==> src/rtl/tseu_pkg.sv <==
`timescale 1ns / 1ps
package tseu_pkg;

   localparam int MAX_POINTS      = 1024;
   localparam int MAX_DIMS        = 16;
   localparam int SIGMOID_ENTRIES = 256;

   localparam int POINT_W   = $clog2(MAX_POINTS);
   localparam int DIM_W     = $clog2(MAX_DIMS);
   localparam int ADDR_W    = POINT_W + DIM_W;
   localparam int DIMS_W    = 5;
   localparam int GIDX_W    = $clog2(SIGMOID_ENTRIES);
   localparam int GBUF_DEPTH = 3 * MAX_DIMS;
   localparam int GBUF_AW   = $clog2(GBUF_DEPTH);

   localparam longint GAIN_SPAN = 524288;
   localparam int GAIN_SHIFT = $clog2(2 * GAIN_SPAN / SIGMOID_ENTRIES);

   localparam logic [63:0] ONE_Q31 = 64'd2147483648;
   localparam logic [31:0] ONE_Q24 = 32'd16777216;

   localparam int MUL_W   = 33;
   localparam int PROD_W  = 2 * MUL_W;
   localparam int SQ_W    = 49;
   localparam int ACC_W   = SQ_W + DIM_W;
   localparam int DIFF_W  = ACC_W + 1;
   localparam int WIDE_W  = 41;
   localparam int SCALE_W = 42;

   localparam int DIV_NUM_W = 56;
   localparam int DIV_DEN_W = 48;
   localparam int DIV_Q_W   = 32;
   localparam int DIV_CNT_W = $clog2(DIV_NUM_W);

   typedef enum logic [1:0] {
      CMD_WRITE = 2'd0,
      CMD_READ  = 2'd1,
      CMD_TRAIN = 2'd2,
      CMD_NONE  = 2'd3
   } cmd_type;

   typedef enum logic [1:0] {
      CSR_DIMS       = 2'd0,
      CSR_STEP_INIT  = 2'd1,
      CSR_STEP_PARAM = 2'd2,
      CSR_MODE       = 2'd3
   } csr_type;

   typedef enum logic [2:0] {
      TAG_NONE, TAG_DAB, TAG_DAC, TAG_GRAD, TAG_DEN, TAG_R, TAG_ETA, TAG_UPD
   } tag_type;

   typedef enum logic [4:0] {
      ST_IDLE, ST_DECODE, ST_READ_WAIT,
      ST_RA, ST_RB, ST_RC, ST_SQB, ST_SQC, ST_GAIN_WAIT, ST_GAIN,
      ST_G1, ST_G2, ST_G0,
      ST_ETA, ST_DEN_WAIT, ST_DIV_GO, ST_DIV_WAIT,
      ST_GEO_SQ, ST_GEO_SQW, ST_GEO_MP, ST_GEO_MPW, ST_GEO_FIN, ST_ETA_WAIT,
      ST_U_RD, ST_U_MUL, ST_U_WR, ST_DONE
   } state_type;

   typedef struct packed {
      logic [1:0]         cmd;
      logic [9:0]         point_a;
      logic [9:0]         point_b;
      logic [9:0]         point_c;
      logic [3:0]         coord_index;
      logic signed [31:0] coord_value;
      logic [15:0]        epoch;
   } request_type;

   typedef struct packed {
      logic signed [31:0] read_value;
      logic               saturated;
   } response_type;

   // exp(-t) in Q1.31, t in Q16.16
   function automatic logic [63:0] exp_neg_q31(input logic [63:0] t);
      logic [63:0] y, y2, y3, y4, e;
      y  = t << 7;
      y2 = (y * y) >> 31;
      y3 = (y2 * y) >> 31;
      y4 = (y3 * y) >> 31;
      e  = ONE_Q31 - y + (y2 >> 1) - y3 / 64'd6 + y4 / 64'd24;
      for (int i = 0; i < 8; i++) begin
         e = (e * e) >> 31;
      end
      return e;
   endfunction

   function automatic logic [MUL_W-1:0] mag_diff(input logic signed [31:0] a,
                                                 input logic signed [31:0] b);
      logic signed [MUL_W-1:0] dd;
      dd = MUL_W'(a) - MUL_W'(b);
      return dd[MUL_W-1] ? MUL_W'(-dd) : MUL_W'(dd);
   endfunction

   // {clipped, value}
   function automatic logic [32:0] clip_int32(input logic signed [WIDE_W-1:0] v);
      logic signed [WIDE_W-1:0] hi, lo;
      hi = WIDE_W'(32'sh7FFF_FFFF);
      lo = -WIDE_W'(64'sh8000_0000);
      if (v > hi)      return {1'b1, 32'h7FFF_FFFF};
      else if (v < lo) return {1'b1, 32'h8000_0000};
      else             return {1'b0, v[31:0]};
   endfunction

   function automatic logic [31:0] sat_u32(input logic [SCALE_W-1:0] v);
      return (|v[SCALE_W-1:32]) ? 32'hFFFF_FFFF : v[31:0];
   endfunction

endpackage

==> src/rtl/tseu_divider.sv <==
`timescale 1ns / 1ps
module tseu_divider (
   input  logic                            clock,
   input  logic                            reset,
   input  logic                            start,
   input  logic [tseu_pkg::DIV_NUM_W-1:0]  numer,
   input  logic [tseu_pkg::DIV_DEN_W-1:0]  denom,
   output logic                            done,
   output logic [tseu_pkg::DIV_Q_W-1:0]    quot
);

   logic [tseu_pkg::DIV_NUM_W-1:0] num_ff;
   logic [tseu_pkg::DIV_DEN_W-1:0] den_ff, rem_ff, rem_in;
   logic [tseu_pkg::DIV_Q_W-1:0]   quot_ff;
   logic [tseu_pkg::DIV_CNT_W-1:0] count_ff;
   logic                           run_ff, done_ff;
   logic [tseu_pkg::DIV_DEN_W:0]   shifted;
   logic                           fits;
   logic                           last;

   // restoring division, one quotient bit per cycle
   assign shifted = {rem_ff, num_ff[tseu_pkg::DIV_NUM_W-1]};
   assign fits    = shifted >= {1'b0, den_ff};
   assign rem_in  = fits ? tseu_pkg::DIV_DEN_W'(shifted - {1'b0, den_ff})
                         : shifted[tseu_pkg::DIV_DEN_W-1:0];
   assign last    = count_ff == tseu_pkg::DIV_CNT_W'(tseu_pkg::DIV_NUM_W - 1);

   always_ff @(posedge clock) begin
      if (reset) begin
         run_ff   <= 1'b0;
         done_ff  <= 1'b0;
         count_ff <= '0;
      end else begin
         done_ff <= run_ff && last;
         if (start) begin
            run_ff   <= 1'b1;
            count_ff <= '0;
         end else if (run_ff) begin
            if (last) run_ff <= 1'b0;
            count_ff <= count_ff + 1'b1;
         end
      end
   end

   always_ff @(posedge clock) begin
      if (start) begin
         num_ff <= numer;
         den_ff <= denom;
         rem_ff <= '0;
      end else if (run_ff) begin
         num_ff  <= {num_ff[tseu_pkg::DIV_NUM_W-2:0], 1'b0};
         rem_ff  <= rem_in;
         quot_ff <= {quot_ff[tseu_pkg::DIV_Q_W-2:0], fits};
      end
   end

   assign done = done_ff;
   assign quot = quot_ff;

endmodule

==> config.mk <==
export PLATFORM = sky130hd
export DESIGN_NAME = tseu_divider
export DESIGN_NICKNAME = d
export VERILOG_FILES = /design/src/rtl/tseu_pkg.sv /design/src/rtl/tseu_divider.sv
export SDC_FILE = /design/constraint.sdc
export NUM_CORES = 1
export LEC_CHECK = 0
export BUFFER_PORTS_ARGS = -buffer_cell sky130_fd_sc_hd__buf_2
export CORE_ASPECT_RATIO = 0.5
export CORE_UTILIZATION = 58
export CTS_BUF_LIST = sky130_fd_sc_hd__clkbuf_4 sky130_fd_sc_hd__clkbuf_8 sky130_fd_sc_hd__clkbuf_16
export CTS_CLUSTER_SIZE = 30
export DETAILED_ROUTE_END_ITERATION = 10
export HOLD_SLACK_MARGIN = 0.03
export PLACE_DENSITY_LB_ADDON = 0.25
export SYNTH_ARGS = -nofsm -noshare
export SYNTH_HDL_FRONTEND = slang
export SYNTH_SLANG_ARGS = --single-unit
==> constraint.sdc <==
create_clock -name clock -period 3.5 [get_ports clock]
set_input_delay 0.35 -clock clock [delete_from_list [all_inputs] [get_ports clock]]
set_output_delay 0.35 -clock clock [all_outputs]
set_load 0.02 [all_outputs]
After elaboration in Yosys (flattened, before gate mapping)
Index checks and enable logic that the tools add are counted.
Word-level totals
  flip-flop bits (word level): 192
  bits of input ports: 107
  output and inout port bits: 33
  word-level logic and storage cells: 22
Operators by class
  add/sub/neg operators: 2
  magnitude comparators: 1
  eq/ne operators: 1
  mux-type cells: 6
  bitwise gates (word level): 1
  reduce and logical (&&, ||, !) cells: 4
Operator list (count)
  2-to-1 mux 56 bit: 2
  greater-or-equal comparator 49 x 48 -> 1 bit: 1
  2-to-1 mux 48 bit: 1
  subtractor 48 bit: 1
  adder 6 x 1 -> 6 bit (second input constant): 1
  equality test 6 bit (second input constant): 1
  2-to-1 mux 1 bit: 3
  AND reduction 2 bit: 1
  nonzero test 2 bit: 1
  OR reduction 2 bit: 1
  logical AND 1 bit: 1
  inverter 1 bit: 1

Longest topological paths before layout
Gate-level depths: netlist of the first run.
  depth after elaboration: 4
  mapped depth: 13
  mapped depth without buffers: 12

Least setup slack after synthesis of the first run
OpenSTA, ideal clock, no wires.
  path type: reg-to-reg
  start: reg den_ff[12] (netlist name)
  end: reg rem_ff[13] (netlist name)
  setup time: 0.086 ns
  arrival: 2.638 ns
  required time: 3.414 ns
  setup slack: 0.776 ns
  stages on the path, launching flop included: 14
  buffers on the path: 3
  period minus slack after synthesis: 2.724 ns
  path through: edfxtp_1 inv_1 ha_1 buf_2 and3_1 a221o_1 a211oi_1 a31oi_1 a221oi_2 inv_2 buf_6 buf_6 mux2i_1 a211oi_1
Between the ends
  longest elaborated chain between the ends: 2
  elaborated cells on any way between the ends: 3
  classes of those cells: 1 x add/sub; 1 x order compare; 1 x mux
Ends and longest elaborated chain
  from (decl): RTL line tseu_divider.sv:13  | logic [tseu_pkg::DIV_DEN_W-1:0] den_ff, rem_ff, rem_in;
  from (signal assigned): RTL line tseu_divider.sv:48  | den_ff <= denom;
  greater-or-equal comparator 49 x 48 -> 1 bit: RTL line tseu_divider.sv:23  | assign fits = shifted >= {1'b0, den_ff};
  named net fits: RTL line tseu_divider.sv:18  | logic fits;
  2-to-1 mux 48 bit: RTL line tseu_divider.sv:24  | assign rem_in = fits ? tseu_pkg::DIV_DEN_W'(shifted - {1'b0, den_ff})
  to (signal assigned): RTL line tseu_divider.sv:52  | rem_ff <= rem_in;
  to (decl): RTL line tseu_divider.sv:13
The timed path passes the listed nets, and every way through them passes these cells.
A chain may end at the register's enable or synchronous reset.

Final worst setup path of the first run
  start: reg num_ff[55] (netlist name)
  end: reg rem_ff[44] (netlist name)
Between the ends
  longest elaborated chain between the ends: 2
  elaborated cells on any way between the ends: 3
  classes of those cells: 1 x add/sub; 1 x order compare; 1 x mux
Ends and longest elaborated chain
  from (decl): RTL line tseu_divider.sv:12  | logic [tseu_pkg::DIV_NUM_W-1:0] num_ff;
  from (signal assigned): RTL line tseu_divider.sv:47  | num_ff <= numer;
  from (signal assigned): RTL line tseu_divider.sv:51  | num_ff <= {num_ff[tseu_pkg::DIV_NUM_W-2:0], 1'b0};
  subtractor 48 bit / greater-or-equal comparator 49 x 48 -> 1 bit (equally long branches): RTL line tseu_divider.sv:24, tseu_divider.sv:23
  2-to-1 mux 48 bit (*): RTL line tseu_divider.sv:24
Mark *: on every way between the ends. The rest lies on a longest branch, timed or not.

==> Flow_metrics.wiki, run 1 <==
{| class="wikitable"
! Metric !! Value
|-
| Cell count of the worst reg-to-reg path || 13
|-
| Yosys top cell area share || a little over 40%
|-
| Number of DRC violations after detailed routing || 0
|-
| Number of violations of the max-capacitance limit || 0
|-
| Worst reg2reg endpoint || rem_ff[44]$_SDFFE_PP0P_
|-
| Num ports || 140
|-
| Crit Path Category || reg2reg
|-
| Post-CTS Hold Fix Bufs || 0
|-
| Final Wtd Congestion || 0.894
|-
| Number of buffers on the longest clock path || 2
|-
| Beginning of the worst register-to-register path || num_ff[55]$_DFFE_PP_
|-
| Number of global-route vias before repair || ~7000
|-
| Max Transition Viols Final || 0
|-
| HP Class || in2reg
|-
| Top post-synthesis cells by area || sky130_fd_sc_hd__edfxtp_1 40%, sky130_fd_sc_hd__dfxtp_1 11%, sky130_fd_sc_hd__mux2_2 6.1%
|-
| Overall die height || ~95 microns
|-
| Number of synthesized flops with an enable pin || ~140
|-
| Post-detailed-route wirelength per cell || ~16 microns
|-
| Die X-Extent || 188 microns
|-
| Clock tree sinks || 192
|-
| Placed instance area || 10900 sq um
|-
| Number of H-tree levels || 4
|-
| TritonCTS buffer count || 17
|-
| Worst-Margin Slew || between 0.7 and 0.8 ns
|-
| Final clock period utilization by the worst path || 89.9%
|-
| Core Rows || 33
|-
| Post-Route Setup TNS || 0 ns
|-
| Area delta synth->final || 14.4%
|-
| Share of post-route cells with drive strength above 1 || between 20% and 30%
|-
| Arrival time at the worst endpoint || about 3.5 ns
|-
| Achievable clock frequency || around 320 MHz
|-
| Cell with the biggest individual delay on the critical path || sky130_fd_sc_hd__fa_1
|-
| Worst-path maximum fanout || 4
|-
| Design Area, Final || 11500 sq um
|-
| Kind of launch point of the worst setup path || register
|-
| Slew headroom || 52.4%
|-
| Run status || finished clean
|-
| Clock transition at path regs || about 0.08 ns
|-
| R2R setup slack || around 0.35 ns
|-
| Clock root buffer || sky130_fd_sc_hd__clkbuf_16
|-
| Hold Fails Final Rpt || 0
|-
| Number of non-filler instances in the completed layout || around 1300
|-
| Number of library cell types mapped by synthesis || 60
|-
| Most used standard cell by instance count after synthesis || sky130_fd_sc_hd__edfxtp_1
|-
| #FFs+latches synth || between 150 and 200
|-
| Static power due to leakage || 0.00470 uW
|-
| Most instantiated flip-flop cell in the synthesis netlist || sky130_fd_sc_hd__edfxtp_1
|-
| Worst IR Drop VDD || approximately 0.35 mV
|-
| TritonCTS clock tree || done
|-
| Remaining antenna violation count after routing || 0
|-
| Input/output buffers || about 140
|-
| Count of vias placed by the detailed router || 7502
|-
| Library cell with the largest summed area after synthesis || sky130_fd_sc_hd__edfxtp_1
|-
| CORE AREA || ~17000 sq um
|-
| Slowest Stage Delay on Critical Path || ~0.4 ns
|-
| Sequential share of the synthesized area || 51.6%
|-
| Sum of overflow across all layers after global routing || 0
|-
| Power per Cell Area || approximately 470 nW/um^2
|-
| Fraction of registers with async set or reset after synthesis || 0%
|-
| Nets || ~1200
|-
| First-pass GRT wire length || roughly 34000 microns
|-
| Global-route usage over all layers || approximately 24%
|-
| Top cells by instance count after synthesis || 136 x sky130_fd_sc_hd__edfxtp_1, 83 x sky130_fd_sc_hd__a21oi_1, 67 x sky130_fd_sc_hd__inv_1
|-
| Initial drt markers || 457
|-
| Count of warnings emitted by yosys || 0
|-
| Buffer count from post-CTS setup fixing || 0
|-
| Post-DP HPWL || 14900 microns
|-
| Data required time of the critical path || roughly 3.8 ns
|-
| Starting utilization of the core area || between 60% and 70%
|-
| Worst skew pair latency || around 0.44 ns
|-
| Number of antenna violations at the first check in global routing || 0
|-
| Worst hold path endpoint || den_ff[19]$_DFFE_PP_
|-
| Wirelength, routed || 21300 microns
|-
| Clock period minus final worst setup slack || ~3.1 ns
|-
| Post-CTS resize count || 0
|-
| Chain of cells forming the critical path || inv_1 -> ha_1 -> fa_1 -> nand2b_1 -> a21oi_1 -> o21ai_0 -> a21oi_1 -> nand3b_1 -> a211oi_1 -> buf_4 -> o21ai_0 -> mux2i_1 -> a211oi_1
|-
| Largest net degree at the start of global routing || 57
|-
| Cells after DPL || ~1300
|-
| Endpoint class of the critical path || register
|-
| Hold path depth || 1
|-
| Total die area || roughly 18000 sq um
|-
| Mapped Cells || approximately 940
|-
| Post-Syn Nets || 1094
|-
| Unrepaired setup endpoints after global routing || no
|-
| Skew final || about 0.015 ns
|-
| Netlist Area Pre-Place || just over 10000 sq um
|-
| Average footprint of a synthesized cell || about 11 sq um
|-
| Origin of the worst min-delay path || denom[19]
|-
| Final number of setup-violating endpoints || 0
|-
| Router iterations before antenna repair || 5
|-
| Vias per Instance || between 5 and 6
|}
area by class of cell:
cell class	instances	area (sq um)
sequential	192	5210
fill	1272	5140
multi-input combinational	625	4410
timing repair buffer	150	785
clock buffer	17	425
tap	227	284
inverter	68	255
clock inverter	15	173
antenna	1	2.50
layout by cell type, fill, tap and decap left out, types with 9 or more instances in the layout:
cell / synthesis / routed
sky130_fd_sc_hd__ha_1: 49 / 48
sky130_fd_sc_hd__a21o_1: 25 / 25
sky130_fd_sc_hd__clkbuf_16: 0 / 17
sky130_fd_sc_hd__nor3_1: 10 / 9
sky130_fd_sc_hd__inv_1: 67 / 66
sky130_fd_sc_hd__nor2_1: 62 / 62
sky130_fd_sc_hd__o21bai_1: 11 / 11
sky130_fd_sc_hd__a211oi_1: 25 / 25
sky130_fd_sc_hd__buf_4: 1 / 11
sky130_fd_sc_hd__dfxtp_1: 56 / 55
sky130_fd_sc_hd__buf_2: 8 / 138
sky130_fd_sc_hd__mux2_2: 55 / 55
sky130_fd_sc_hd__o21ai_1: 16 / 16
sky130_fd_sc_hd__a31oi_1: 9 / 9
sky130_fd_sc_hd__xnor2_1: 24 / 24
sky130_fd_sc_hd__a21oi_1: 83 / 83
sky130_fd_sc_hd__xor2_1: 22 / 22
sky130_fd_sc_hd__nand4_1: 20 / 20
sky130_fd_sc_hd__nand2_1: 56 / 56
sky130_fd_sc_hd__nand3_1: 13 / 13
sky130_fd_sc_hd__mux2i_1: 14 / 14
sky130_fd_sc_hd__o21ai_0: 32 / 32
sky130_fd_sc_hd__edfxtp_1: 136 / 136
kinds of logic (layout without fill, tap and decap cells):
family | count (synthesis) | after routing | share of synthesized area [%]
AO/OA/AOI/OAI | 255 | 255 | 16.0
AND/OR/NAND/NOR | 205 | 205 | 9.66
flip-flops | 192 | 192 | 51.6
buffers and inverters | 120 | 250 | 4.90
multiplexers | 69 | 69 | 7.53
adder cells (fa/ha/maj) | 50 | 50 | 6.28
XOR/XNOR | 46 | 46 | 3.99
other | 0 | 1 | 0
how the worst max path moves through the flow:
stage          slack [ns]            startpoint  cells after the start                      end
2_1_floorplan        0.78  den_ff[12]$_DFFE_PP_                     13  rem_ff[13]$_SDFFE_PP0P_
3_3_place_gp         0.37  den_ff[40]$_DFFE_PP_                     11   rem_ff[9]$_SDFFE_PP0P_
3_5_place_dp         0.16  den_ff[40]$_DFFE_PP_                     11  rem_ff[47]$_SDFFE_PP0P_
4_1_cts              0.12  den_ff[40]$_DFFE_PP_                     11  rem_ff[47]$_SDFFE_PP0P_
5_1_grt              0.07  num_ff[55]$_DFFE_PP_                     13  rem_ff[44]$_SDFFE_PP0P_
6_report             0.35  num_ff[55]$_DFFE_PP_                     13  rem_ff[44]$_SDFFE_PP0P_
registers in the layout (all words and copies together), names as in the netlist:
register	flops
run_ff	1
quot	32
num_ff	56
done	1
rem_ff	48
den_ff	48
count_ff	6
layer usage:
metal	global-route usage [%]	wire, microns	vias to the layer above
met5	0	0	-
met2	39.5	9460	258
li1	-	-	3683
met4	6.85	303	0
met3	7.25	1670	32
met1	32.0	9820	3529
stage by stage:
step	total power [uW]	worst slack, ns	util, %	hold WS (ns)
after floorplan	3300	0.776	-	0.422
after global placement	3500	0.365	65.5	0.423
after detailed placement	3530	0.164	65.5	0.429
after CTS	5510	0.118	69.1	0.0671
after global routing	5700	0.0686	69.2	0.0588
final	5480	0.354	69.2	0.0806
report_power, final:
| part | total [uW] | switching (uW) | internal, uW |
|---|---|---|---|
| registers | 2670 | 63.1 | 2610 |
| logic | 816 | 472 | 345 |
| clock network | 1990 | 908 | 1080 |
critical path: cells and delay by family (launching register included):
kind / cells / cell delay, ns
AO/OA/AOI/OAI: 6 / 1.18
adder cells (fa/ha/maj): 2 / 0.62
buffers and inverters: 2 / 0.22
flip-flops: 1 / 0.35
multiplexers: 1 / 0.25
AND/OR/NAND/NOR: 2 / 0.42
(Power assumes the default switching activity.)
==> run 2: changes to the inputs <==
Settings changed: BUFFER_PORTS_ARGS -buffer_cell sky130_fd_sc_hd__buf_2 to default, CORE_UTILIZATION 58 to 64, DONT_BUFFER_PORTS from default to 1.
==> run 2 against run 1 <==
  * The run now ends with DRC left
  * Count of clock-buffer cells in the layout is 1 higher
  * Total power is 2.3% lower
  * Core utilization is 4.0 points higher
  * Worst hold slack worse by 0.012 ns
  * Clock power is 5% lower
  * Sequential power hardly changed
==> Flow_metrics.wiki, run 2 (synthesis gave the netlist of run 1 again) <==
{| class="wikitable"
! Metric !! Value
|-
| Run status || finished, violations left
|-
| Violations in the final reports || DRC
|-
| Cell with the biggest individual delay on the critical path || sky130_fd_sc_hd__or3_1
|-
| Die X-Extent || about 180 microns
|-
| Post-Route Setup TNS || 0 ns
|-
| Register containing the most flip-flops in the final layout || num_ff
|-
| Kind of launch point of the worst setup path || register
|-
| Final clock period utilization by the worst path || approximately 94%
|-
| Regs by FF count || num_ff: 56 flops, den_ff: 48 flops, rem_ff: 48 flops
|-
| Core Rows || 32
|-
| Final core utilization || around 73%
|-
| Slew headroom || about a fifth
|-
| TritonCTS clock tree || done
|-
| Largest delay share family, worst path || simple AND/OR/NAND/NOR gates
|-
| Crit Path Category || reg2reg
|-
| Sum of overflow across all layers after global routing || 0
|-
| Endpoint class of the critical path || register
|-
| Static power due to leakage || between 0.004 and 0.005 uW
|-
| Vias per Instance || between 6 and 7
|-
| First-pass GRT wire length || between 30000 and 40000 microns
|-
| Router iterations before antenna repair || 8
|-
| Achievable clock frequency || a little over 300 MHz
|-
| Clock transition at path regs || around 0.080 ns
|-
| Arrival time at the worst endpoint || about 3.7 ns
|-
| Clock period minus final worst setup slack || around 3.3 ns
|-
| Chain of cells forming the critical path || inv_1 -> ha_1 -> nand4_1 -> or3_1 -> nor3_1 -> and2_1 -> a221oi_4 -> inv_2 -> nand2_1 -> buf_4 -> o21ai_0
|-
| R2R setup slack || about 0.21 ns
|-
| TritonCTS buffer count || 17
|-
| Slowest Stage Delay on Critical Path || 0.48 ns
|-
| Number of antenna violations at the first check in global routing || 1
|-
| Worst-Margin Slew || 1.20 ns
|-
| Overall die height || 90.8 microns
|-
| Clock tree sinks || about 190
|-
| Final Wtd Congestion || 0.976
|-
| Share of post-route cells with drive strength above 1 || 10.7%
|-
| CORE AREA || between 15000 and 20000 sq um
|-
| Final number of setup-violating endpoints || 0
|-
| Starting utilization of the core area || about two thirds
|-
| Post-DP HPWL || 14100 microns
|-
| Nets || ~1100
|-
| Worst IR Drop VDD || between 0.3 and 0.4 mV
|-
| Number of H-tree levels || 4
|-
| Number of buffers on the longest clock path || 2
|-
| Number of non-filler instances in the completed layout || around 1200
|-
| Number of DRC violations after detailed routing || 9
|-
| Number of violations of the max-capacitance limit || 0
|-
| HP Class || in2reg
|-
| Wirelength, routed || around 22000 microns
|-
| Max Transition Viols Final || 0
|-
| Commonest cells after routing, fill and taps aside || 136 x sky130_fd_sc_hd__edfxtp_1, 83 x sky130_fd_sc_hd__a21oi_1, 66 x sky130_fd_sc_hd__inv_1
|-
| Number of global-route vias before repair || slightly above 7000
|-
| Total die area || 16300 sq um
|-
| Data required time of the critical path || roughly 3.9 ns
|-
| Power per Cell Area || about 470 nW/um^2
|-
| Cells after DPL || 1098
|-
| Largest net degree at the start of global routing || a little under 90
|-
| Commonest non-fill, non-tap cell in the layout || sky130_fd_sc_hd__edfxtp_1
|-
| Final Power || 5350 uW
|-
| Hold Fails Final Rpt || 0
|-
| Skew final || ~0.016 ns
|-
| Unrepaired setup endpoints after global routing || no
|-
| Post-detailed-route wirelength per cell || roughly 18 microns
|-
| Remaining antenna violation count after routing || 0
|-
| Clock root buffer || sky130_fd_sc_hd__clkbuf_16
|-
| Area delta synth->final || 11.9%
|-
| Num ports || 140
|-
| Input/output buffers || 0
|-
| Max FFs per register || 56
|-
| Number of inserted diodes || 0
|-
| Global-route usage over all layers || 27.4%
|-
| Worst skew pair latency || 0.44 ns
|-
| Layout filler cell count || 1100
|-
| Count of vias placed by the detailed router || roughly 7400
|-
| CP bufs+invs || 3
|-
| Worst-path maximum fanout || 9
|-
| Initial drt markers || between 500 and 600
|}
==> run 2: path summary, 6_finish.rpt <==
| path | endpoint | depth (start not counted) | start |
|---|---|---|---|
| worst min register to register | rem_ff[24]$_SDFFE_PP0P_ | 2 | rem_ff[24]$_SDFFE_PP0P_ |
| worst min-delay path | den_ff[0]$_DFFE_PP_ | 0 | start |
| worst max-delay path | rem_ff[23]$_SDFFE_PP0P_ | 11 | den_ff[41]$_DFFE_PP_ |
| worst max register to register | rem_ff[23]$_SDFFE_PP0P_ | 11 | den_ff[41]$_DFFE_PP_ |
==> run 2: per-layer routing <==
metal  part of all wire, %  vias to the layer above  global-route usage, %
li1                      -                     3506                      -
met1                    44                     3508                   35.2
met2                    45                      322                   43.0
met3                   9.2                       39                   9.60
met4                   1.6                        2                   9.70
met5                 0.050                        -                      0
==> run 2: per-stage QoR <==
| stage | hold WS [ns] | worst slack [ns] | area (sq um) |
|---|---|---|---|
| 2_1_floorplan | 0.422 | 0.776 | 10100 |
| 3_3_place_gp | 0.417 | 0.345 | 10200 |
| 3_5_place_dp | 0.418 | 0.286 | 10200 |
| 4_1_cts | 0.0405 | 0.266 | 11300 |
| 5_1_grt | 0.0343 | 0.0270 | 11300 |
| 6_report | 0.0686 | 0.209 | 11300 |
==> run 2: timing repair <==
action	in CTS	in global routing
setup buffers	0	0
resized for setup	0	0
hold endpoints to repair	72	1
hold buffers	52	1
==> run 2: cell type report <==
type	count	area (sq um)	share of cell area, %
Clock buffer	18	433	3.84
Multi-Input combinational cell	625	4400	39.0
Timing Repair Buffer	62	608	5.39
Inverter	68	255	2.26
Sequential cell	192	5210	46.1
Clock inverter	14	130	1.15
Tap cell	204	255	2.26
==> run 2: power breakdown <==
group	internal (uW)	switching, uW
clock network	1000	888
logic	336	436
registers	2610	77.4
==> run 3: changes to the inputs <==
Settings changed: CORE_UTILIZATION 64 to 66, CTS_BUF_LIST sky130_fd_sc_hd__clkbuf_4 sky130_fd_sc_hd__clkbuf_8 sky130_fd_sc_hd__clkbuf_16 to sky130_fd_sc_hd__clkbuf_4 sky130_fd_sc_hd__clkbuf_8.
==> run 3 against run 2 <==
  * The run now ends clean
  * Combinational power up 0.8%
  * Non-clock buffer count unchanged
  * Clock skew down 0.00085 ns
  * Largest cell class unchanged
  * Worst hold slack better by 0.0015 ns
  * Via count down 1.8%
  * Largest power group unchanged
  * Critical path type unchanged
  * Critical path depth unchanged
==> Flow_metrics.wiki, run 3 (synthesis gave the netlist of run 1 again) <==
{| class="wikitable"
! Metric !! Value
|-
| Run status || finished clean
|-
| CORE AREA || roughly 15000 sq um
|-
| Global-route usage over all layers || between 20% and 30%
|-
| Commonest cells after routing, fill and taps aside || 136 x sky130_fd_sc_hd__edfxtp_1, 83 x sky130_fd_sc_hd__a21oi_1, 66 x sky130_fd_sc_hd__inv_1
|-
| Largest net degree at the start of global routing || 75
|-
| Final clock period utilization by the worst path || between 90% and 100%
|-
| Core Rows || 31
|-
| Max Transition Viols Final || 0
|-
| Unrepaired setup endpoints after global routing || no
|-
| Number of buffers on the longest clock path || 2
|-
| Arrival time at the worst endpoint || roughly 3.6 ns
|-
| Remaining antenna violation count after routing || 0
|-
| Vias per Instance || between 6 and 7
|-
| Regs by FF count || num_ff: 56 flops, den_ff: 48 flops, rem_ff: 48 flops
|-
| Count of vias placed by the detailed router || a little over 7000
|-
| Clock period minus final worst setup slack || approximately 3.3 ns
|-
| Number of global-route vias before repair || 6946
|-
| Overall die height || around 89 microns
|-
| Starting utilization of the core area || 68.6%
|-
| Design Area, Final || around 11000 sq um
|-
| First-pass GRT wire length || around 35000 microns
|-
| Final number of setup-violating endpoints || 0
|-
| Data required time of the critical path || about 3.8 ns
|-
| Skew final || roughly 0.016 ns
|-
| Placed instance area || a little over 10000 sq um
|-
| Nets || approximately 1100
|-
| Max FFs per register || 56
|-
| Num ports || 140
|-
| Cells after DPL || about 1100
|-
| Post-DP HPWL || 14600 microns
|-
| Register containing the most flip-flops in the final layout || num_ff
|-
| Final worst hold slack || approximately 0.07 ns
|-
| HP Class || in2reg
|-
| Worst IR Drop VDD || around 0.38 mV
|-
| Post-Route Setup TNS || 0 ns
|-
| Achievable clock frequency || about 300 MHz
|-
| Number of antenna violations at the first check in global routing || 2
|-
| Post-detailed-route wirelength per cell || ~19 microns
|-
| Worst skew pair latency || just under 0.5 ns
|-
| Hold Fails Final Rpt || 0
|-
| Worst-Margin Slew || between 0.6 and 0.7 ns
|-
| Initial drt markers || between 600 and 700
|-
| Die X-Extent || approximately 180 microns
|-
| Area delta synth->final || 10.2%
|-
| Number of violations of the max-capacitance limit || 0
|-
| Share of post-route cells with drive strength above 1 || between 10% and 20%
|-
| Sum of overflow across all layers after global routing || 0
|-
| Slew headroom || 56.6%
|-
| Crit Path Category || reg2reg
|-
| Router iterations before antenna repair || 5
|-
| Number of H-tree levels || 4
|-
| Number of non-filler instances in the completed layout || ~1200
|-
| Commonest non-fill, non-tap cell in the layout || sky130_fd_sc_hd__edfxtp_1
|-
| TritonCTS buffer count || 17
|-
| Clock tree sinks || around 190
|-
| Clock root buffer || sky130_fd_sc_hd__clkbuf_8
|-
| Kind of launch point of the worst setup path || register
|-
| Total die area || about 16000 sq um
|-
| Number of DRC violations after detailed routing || 0
|-
| Power per Cell Area || roughly 450 nW/um^2
|-
| Final Wtd Congestion || 0.925
|-
| Endpoint class of the critical path || register
|-
| Final Power || between 4000 and 5000 uW
|-
| TritonCTS clock tree || done
|-
| Input/output buffers || 0
|-
| Clock transition at path regs || around 0.11 ns
|-
| Wirelength, routed || about 22000 microns
|-
| Worst-path maximum fanout || 12
|-
| Static power due to leakage || about 0.0043 uW
|}
-- run 3: cell types whose count changed in the layout (fill, tap and decap cells not counted), moves of 2 or more --
cell | before | now
sky130_fd_sc_hd__clkbuf_8 | 0 | 17
sky130_fd_sc_hd__inv_8 | 2 | 4
sky130_fd_sc_hd__clkinv_1 | 2 | 0
sky130_fd_sc_hd__clkbuf_16 | 17 | 0
sky130_fd_sc_hd__dlygate4sd3_1 | 52 | 50
-- run 3: worst paths after layout --
kind	from	end	slack, ns	cells after the start
max	den_ff[40]$_DFFE_PP_	rem_ff[34]$_SDFFE_PP0P_	0.22	11
min	numer[0]	num_ff[0]$_SDFFCE_PN0P_	0.07	1
max reg2reg	den_ff[40]$_DFFE_PP_	rem_ff[34]$_SDFFE_PP0P_	0.22	11
min reg2reg	rem_ff[24]$_SDFFE_PP0P_	rem_ff[24]$_SDFFE_PP0P_	0.48	2
-- run 3: timing repair --
| item | in CTS | in global routing |
|---|---|---|
| buffers inserted | 0 | 0 |
| hold buffers | 51 | 0 |
| setup endpoints to repair | 0 | 7 |
| resized for setup | 0 | 2 |
| hold endpoints to repair | 124 | 0 |
-- run 3: layout make-up --
type	count	area, sq um
clock inverter	14	145
multi-input combinational	625	4400
fill	972	3590
sequential	192	5210
timing repair buffer	62	614
clock buffer	18	241
inverter	68	255
antenna	1	2.50
tap	198	248
-- run 3: through the flow --
stage,utilization [%],worst slack (ns)
floorplan,-,0.776
global placement,69.3,0.356
detailed placement,69.3,0.204
CTS,75.5,0.160
global route,75.6,0.0236
finish,75.6,0.222
-- run 3: per-layer routing --
metal  routed length [microns]  vias to the layer above  global-route usage [%]
li1                          -                     3501                       -
met1                      9830                     3450                    37.7
met2                      9700                      258                    46.7
met3                      1940                       30                    9.61
met4                       307                        2                    8.54
met5                        17                        -                       0
-- run 3: worst max-delay path, stage by stage (launching register included) --
cell and delay (ns):
sky130_fd_sc_hd__edfxtp_1 0.33, sky130_fd_sc_hd__inv_1 0.04, sky130_fd_sc_hd__ha_1 0.45, sky130_fd_sc_hd__nand4_1 0.22, sky130_fd_sc_hd__or3_1 0.46, sky130_fd_sc_hd__nor3_1 0.36
sky130_fd_sc_hd__and2_1 0.24, sky130_fd_sc_hd__a221oi_4 0.08, sky130_fd_sc_hd__inv_2 0.28, sky130_fd_sc_hd__buf_4 0.29, sky130_fd_sc_hd__mux2i_1 0.26, sky130_fd_sc_hd__a211oi_1 0.10
-- run 3: where the power goes --
group          internal [uW]  leakage (uW)  switching (uW)
logic                    339       0.00229             438
clock network            599      0.000199             882
registers               2610       0.00179            79.0
total                   3550       0.00428            1400
